==> src/rtl/core/rti_pkg.sv <==
// ----------------------------------------------------------------------------
// rti_pkg
// Shared types and constants of the ray/triangle intersection core.
// ----------------------------------------------------------------------------
package rti_pkg;

    localparam int COORD_BITS    = 20;
    localparam int FRAC_BITS     = 10;
    localparam int OUT_FRAC_BITS = 16;
    localparam int PACK_BITS     = 3 * COORD_BITS;
    localparam int DET_THR_BITS  = 40;
    localparam int DIST_THR_BITS = 16;
    localparam int DIST_BITS     = 32;
    localparam int BARY_BITS     = OUT_FRAC_BITS + 1;
    localparam int INT_BITS      = DIST_BITS - 1 - OUT_FRAC_BITS;
    localparam int DIV_STEPS     = DIST_BITS - 1;
    localparam int ADET_BITS     = 63;
    localparam int NUM_BITS      = 64;
    localparam int DIV_W         = ADET_BITS + DIV_STEPS + 1;
    localparam int Q_DEPTH       = 16;
    localparam int Q_IDX_BITS    = $clog2(Q_DEPTH);
    localparam int Q_CNT_BITS    = $clog2(Q_DEPTH + 1);
    localparam int CFG_IDX_BITS  = 3;

    localparam logic [CFG_IDX_BITS-1:0] CFG_VERTEX_A = 3'd0;
    localparam logic [CFG_IDX_BITS-1:0] CFG_EDGE_AB  = 3'd1;
    localparam logic [CFG_IDX_BITS-1:0] CFG_EDGE_AC  = 3'd2;
    localparam logic [CFG_IDX_BITS-1:0] CFG_DET_THR  = 3'd3;
    localparam logic [CFG_IDX_BITS-1:0] CFG_DIST_THR = 3'd4;

    typedef struct packed {
        logic signed [COORD_BITS-1:0] origin_x;
        logic signed [COORD_BITS-1:0] origin_y;
        logic signed [COORD_BITS-1:0] origin_z;
        logic signed [COORD_BITS-1:0] dir_x;
        logic signed [COORD_BITS-1:0] dir_y;
        logic signed [COORD_BITS-1:0] dir_z;
    } t_rti_in;

    typedef struct packed {
        logic                        hit;
        logic signed [DIST_BITS-1:0] hit_distance;
        logic [BARY_BITS-1:0]        bary_u;
        logic [BARY_BITS-1:0]        bary_v;
    } t_rti_out;

    typedef struct packed {
        logic [PACK_BITS-1:0]     vertex_a;
        logic [PACK_BITS-1:0]     edge_ab;
        logic [PACK_BITS-1:0]     edge_ac;
        logic [DET_THR_BITS-1:0]  det_thr;
        logic [DIST_THR_BITS-1:0] dist_thr;
    } t_rti_cfg;

    typedef struct packed {
        logic                 ok;
        logic                 sat;
        logic [ADET_BITS-1:0] adet;
        logic [NUM_BITS-1:0]  unum;
        logic [NUM_BITS-1:0]  vnum;
        logic [NUM_BITS-1:0]  tnum;
    } t_rti_cls;

    typedef struct packed {
        logic                 ok;
        logic                 sat;
        logic [ADET_BITS-1:0] adet;
        logic [DIV_W-1:0]     rt;
        logic [DIV_W-1:0]     ru;
        logic [DIV_W-1:0]     rv;
        logic [DIV_STEPS-1:0] qt;
        logic [BARY_BITS-1:0] qu;
        logic [BARY_BITS-1:0] qv;
    } t_rti_div;

endpackage

==> src/rtl/core/rti_queue.sv <==
// ----------------------------------------------------------------------------
// rti_queue
// Short queue of classified rays between the front and the divider back end.
// ----------------------------------------------------------------------------
module rti_queue (
    input  logic              i_clk,
    input  logic              i_rst_n,
    input  logic              i_push,
    input  rti_pkg::t_rti_cls i_cls,
    input  logic              i_pop,
    output logic              o_valid,
    output rti_pkg::t_rti_cls o_cls
);
    localparam int QI = rti_pkg::Q_IDX_BITS;
    localparam int QC = rti_pkg::Q_CNT_BITS;

    rti_pkg::t_rti_cls r_mem [rti_pkg::Q_DEPTH];
    logic [QI-1:0] r_wp;
    logic [QI-1:0] r_rp;
    logic [QC-1:0] r_cnt;

    always_ff @(posedge i_clk) begin
        if (!i_rst_n) begin
            r_wp  <= '0;
            r_rp  <= '0;
            r_cnt <= '0;
        end else begin
            if (i_push) begin
                r_wp <= r_wp + QI'(1);
            end
            if (i_pop) begin
                r_rp <= r_rp + QI'(1);
            end
            r_cnt <= r_cnt + QC'(i_push) - QC'(i_pop);
        end
    end

    always_ff @(posedge i_clk) begin
        if (i_push) begin
            r_mem[r_wp] <= i_cls;
        end
    end

    assign o_valid = (r_cnt != '0);
    assign o_cls   = r_mem[r_rp];

    a_no_overflow: assert property (@(posedge i_clk) disable iff (!i_rst_n)
        !(i_push && !i_pop && r_cnt == QC'(rti_pkg::Q_DEPTH)))
        else $error("queue overflow");

    a_no_underflow: assert property (@(posedge i_clk) disable iff (!i_rst_n)
        !(i_pop && r_cnt == '0))
        else $error("queue underflow");

endmodule

==> config.mk <==
export PLATFORM = sky130hd
export DESIGN_NAME = rti_queue
export DESIGN_NICKNAME = d
export VERILOG_FILES = /design/src/rtl/core/rti_pkg.sv /design/src/rtl/core/rti_queue.sv
export SDC_FILE = /design/constraint.sdc
export NUM_CORES = 2
export LEC_CHECK = 0
export ABC_AREA = 0
export BUFFER_PORTS_ARGS = -buffer_cell sky130_fd_sc_hd__buf_2
export CORE_MARGIN = 2
export CORE_UTILIZATION = 55
export DETAILED_ROUTE_END_ITERATION = 16
export PLACE_DENSITY = 0.77
export SLEW_MARGIN = 10
export SYNTH_ARGS = -nofsm -noshare
export SYNTH_HDL_FRONTEND = slang
export SYNTH_MEMORY_MAX_BITS = 65536
export SYNTH_SLANG_ARGS = --single-unit
export TNS_END_PERCENT = 20
==> constraint.sdc <==
create_clock -name i_clk -period 13.35 [get_ports i_clk]
set_clock_uncertainty 0.1 [all_clocks]
set_input_delay 0.6675 -clock i_clk [delete_from_list [all_inputs] [get_ports i_clk]]
set_output_delay 0.6675 -clock i_clk [all_outputs]
set_load 0.01 [all_outputs]
# ---- Word-level counts from Yosys, hierarchy flattened
# Memories as Yosys holds them, arrays and structs flattened. A register that Yosys moved wholly into a read port is not among the register bits.
# Cells that the tools add are included.
dict set report totals {
  ff_bits 13
  latchBits 0
  ramBits 4112
  mem_bits_ro 0
  inputBits 261
  output_inout_bits 258
  n_memories 1
}
dict set report op_classes {
  add_sub_neg 4
  mul 0
  div_mod_pow 0
  n_lt_le_gt_ge 0
  n_eq_ne 0
  n_shift 0
  muxes 4
  n_bitwise 0
  n_reduce_logical 1
}
# memory depth width read_ports rd_ports_with_merged_regs write_ports line
set mem_list {}
lappend mem_list {r_mem 16 257 1 1 1 rti_queue.sv:17} ;# rti_pkg::t_rti_cls r_mem [rti_pkg::Q_DEPTH];
# cell count
set ops {}
lappend ops {{$add A4 B1 Y4 const B} 2}
lappend ops {{$mux W4} 2}
lappend ops {{$add A5 B1 Y5} 1}
lappend ops {{$reduce_bool A5 Y1} 1}
lappend ops {{$sub A5 B1 Y5} 1}
lappend ops {{$mux W1} 2}

# ---- Longest topological paths before layout
dict set report logic_depth {
  depth_word 3
  depth_mapped 9
}

# ---- Least setup slack after synthesis
# OpenSTA, ideal clock, no wires.
dict set report synth_timing {
  path_type {input to register}
  start {in i_push}
  end {mem r_mem[0][0] in the netlist's numbering (enable)}
  setup_ps 649
  arrival_time_ps 7076
  slack_ps 5524
  path_stages 3
  path_buffers 1
  cell_sequence {clkbuf_1 -> nor3b_1 -> and2_1}
}
dict set report synth_between {
  elab_chain_cells 2
}
# item line
set synth_rtl {}
lappend synth_rtl {{from (decl)} rti_queue.sv:8} ;# input logic i_push,
lappend synth_rtl {{$mux W1} rti_queue.sv:39} ;# if (i_push) begin
lappend synth_rtl {{$mux W1 (implied by the code)} rti_queue.sv:40} ;# r_mem[r_wp] <= i_cls;
lappend synth_rtl {{to (decl)} rti_queue.sv:17}
# Every way passes these cells.

==> results.sh <==
export IMPL_synth_simple_area_share_pct=0.941
export IMPL_dpl_instance_area_um2=161000
export IMPL_irDropWorstVdd_v=0.000128
export IMPL_ctsLongestPathBuffers=4
export IMPL_sw_frac_of_total_pct=21.8
export IMPL_firstDrtPassIters=6
export IMPL_place_gp_congestion=0.759
export IMPL_ant_nets=0
export IMPL_ios=519
export IMPL_syn_to_final_growth_pct=14.7
export IMPL_fillers=17473
export IMPL_coreArea_um2=279000
export IMPL_ys_warn_count=0
export IMPL_outcome="completed"
export IMPL_die_area_um2=284000
export IMPL_via_per_inst=6.61
export IMPL_antenna_found_initial=55
export IMPL_fin_nets=7645
export IMPL_portBuffers=518
export IMPL_share_comb_of_total_power_pct=7.0
export IMPL_worstPathArrival_ns=5.73
export IMPL_root_buffer="clkbuf_16"
export IMPL_numCtsBuffers=399
export IMPL_async_reset_ff_share_pct=0
export IMPL_tightest_slew_ns=1.28
export IMPL_cpMaxStageDelayCell="buf_4"
export IMPL_synth_flop_cell="edfxtp_1"
export IMPL_yosysSeqAreaShare_pct=80.4
export IMPL_final_area_um2=177000
export IMPL_synth_fp_nets=6697
export IMPL_max_slew_margin_pct=14.4
export IMPL_route_detailed_drc=0
export IMPL_dp_hpwl_mm=181
export IMPL_rsz0062_at_grt="no"
export IMPL_end_kind="output pin"
export IMPL_start_util_pct=55.2
export IMPL_cp_top_family="buffers and inverters"
export IMPL_grt_max_degree=164
export IMPL_critPathMaxStageDelay_ns=0.93
export IMPL_clockPowerShare_pct=40.7
export IMPL_maxSlewViolCount=0
export IMPL_synth_fa_ha_area_share_pct=0.102
export IMPL_synth_edff_count=4112
export IMPL_syn_cell_area_um2=154000
export IMPL_place_ws_ns=7.78
export IMPL_hp_class="input pin to flop"
export IMPL_drt_iter0_markers=10458
export IMPL_path_cells="buf_12 > buf_4 > buf_4 > mux4_2 > a22oi_1 > nand2_1 > buf_2"
export IMPL_wl_per_cell_um=33.3
export IMPL_synth_avg_cell_area_um2=24.0
export IMPL_ys_types=32
export IMPL_cp_common_cell="buf_4"
export IMPL_synth_compound_area_share_pct=2.35
export IMPL_finalCritPeriodShare_pct=48.6
export IMPL_die_h_um=533
export IMPL_muxShareOfSynthArea_pct=15.1
export IMPL_vias=75789
export IMPL_cts_tree="yes"
export IMPL_grt_overflow_total=0
export IMPL_critical_path_required_ns=12.58
export IMPL_net_switching_power_uw=6040
export IMPL_tns_ns=0
export IMPL_p_leak_uw=0.0550
export IMPL_setup_violations=0
export IMPL_htree_levels=5
export IMPL_fin_crit_ns=6.49
export IMPL_grt_pass1_wl_mm=547
export IMPL_cp_num_buf_inv=4
export IMPL_pwr_share_seq_pct=52.3
export IMPL_row_count=194
export IMPL_grtUsageTotal_pct=26.6
export IMPL_grt_pass1_vias=78253
export IMPL_ys_seq_elements=4129
export IMPL_crit_type="flop to output pin"
export IMPL_p_int_uw=21700
export IMPL_drv_cap=0
export IMPL_crit_fanout=97
export IMPL_power_uw=27700
export IMPL_hold_ws_ns=0.127
export IMPL_start_kind="flop"
export IMPL_insertion_delay_ns=0.88
export IMPL_fin_ws_ns=6.86
export IMPL_drt_wl_total_mm=381
export IMPL_hold_violations=0
export IMPL_synth_cells=6424
export IMPL_power_density_nw_per_um2=157
export IMPL_cts_reportedPaths_clkPinSlew_ns=0.06
export IMPL_synth_top_family_by_area="multiplexers"
export IMPL_die_width_um=533
export IMPL_cts_sinks=4129
export IMPL_max_freq_mhz=154
export IMPL_layout_drive_gt1_share_pct=29.0
export IMPL_synth_xor_area_share_pct=0.0512
export IMPL_r2r_start="r_wp[2]"
export IMPL_hp_start="i_pop"
==> per-stage QoR <==
step / utilization (%) / cells
2_1_floorplan: - / 6424
3_3_place_gp: 57.7 / 10437
3_5_place_dp: 57.7 / 10437
4_1_cts: 63.3 / 11429
5_1_grt: 63.3 / 11438
6_report: 63.3 / 11458
==> power by group through the flow <==
stage	clock network [uW]	logic (uW)	registers, uW
2_1_floorplan	0	1140	14800
3_3_place_gp	0	1810	14700
3_5_place_dp	0	1850	14800
4_1_cts	11400	1950	14500
5_1_grt	11900	2070	14500
6_report	11300	1950	14500
==> Yosys cell counts (2+ instances only) <==
cell	number	area, um2
a22oi_1	310	2330
nand2b_1	5	31.3
buf_6	3	33.8
o21ai_0	11	55.1
nor2_1	102	383
and3_1	2	12.5
o22ai_1	194	1210
mux2i_1	52	521
buf_4	36	270
buf_1	54	203
buf_2	113	566
edfxtp_1	4112	123000
xor2_1	4	35.0
ha_1	11	138
nor2b_1	8	50.1
nand4_1	12	75.1
xnor2_1	5	43.8
mux4_2	1008	22700
or2_2	3	18.8
dfxtp_1	17	340
nand2_1	175	657
a21oi_1	2	10.0
clkbuf_1	140	526
and2_1	30	188
inv_1	8	30.0
==> timing repair <==
action,4_1_cts,5_1_grt
setup buffers,0,0
resized for setup,0,0
hold buffers,258,0
endpoints found under the hold margin,4051,0
==> worst paths after layout <==
kind                                 endpoint  cells past startpoint  slack (ns)
worst max-delay path               o_cls[172]                      7        6.86
worst min-delay path                     flop                      3        0.13
worst max register to register  r_mem[4][142]                      6        8.77
worst min register to register           flop                      2        0.46
==> logic make-up (layout without fill, tap and decap cells) <==
| family | Yosys count | count (layout) |
|---|---|---|
| buffers and inverters | 354 | 1635 |
| AND/OR/NAND/NOR | 342 | 342 |
| adder cells (fa/ha/maj) | 12 | 12 |
| flip-flops | 4129 | 4129 |
| AO/OA/AOI/OAI | 518 | 518 |
| other | 0 | 29 |
| multiplexers | 1060 | 1060 |
| XOR/XNOR | 9 | 9 |
==> layout by cell type, fill, tap and decap left out, drive strengths merged, types with 8 or more instances in the layout <==
cell / synthesis / layout
inv: 8 / 23
a22oi: 310 / 310
bufinv: 0 / 45
nor2b: 8 / 8
nand4: 12 / 12
and2: 30 / 30
mux4: 1008 / 1008
o21ai: 11 / 11
dlygate4sd3: 0 / 258
clkinv: 0 / 179
diode: 0 / 29
buf: 206 / 635
edfxtp: 4112 / 4112
dfxtp: 17 / 17
nand2: 175 / 175
o22ai: 194 / 194
mux2i: 52 / 52
ha: 11 / 11
nor2: 103 / 103
clkbuf: 140 / 490
==> worst register-to-register path, cell delays in order (launching register included) <==
cell and delay [ns]:
dfxtp_1 0.43, nand2_1 0.08, nor2_1 0.25, and2_4 0.76, buf_4 0.66, buf_4 0.94
buf_4 0.93
==> registers in the layout (all words and copies together), names as in the netlist, named ones only <==
register	count
r_wp	4
r_cnt	5
r_rp	4
r_mem	4112
==> cell type report <==
type                            count  area (um2)  share of cell area [%]
Antenna cell                       29        72.6                  0.0411
Clock buffer                      490       10300                    5.86
Timing Repair Buffer              893        6330                    3.58
Clock inverter                    244        2700                    1.53
Sequential cell                  4129      124000                    70.1
Tap cell                         3724        4660                    2.64
Multi-Input combinational cell   1941       28600                    16.2
Inverter                            8        30.0                  0.0170
==> layer usage <==
layer / GRT usage [%] / part of all wire [%]
met1: 36.2 / 36
met2: 43.1 / 49
met3: 6.60 / 12
met4: 7.76 / 2.9
met5: 0 / 0.093
Note: power is estimated with default switching activity, not from simulation.
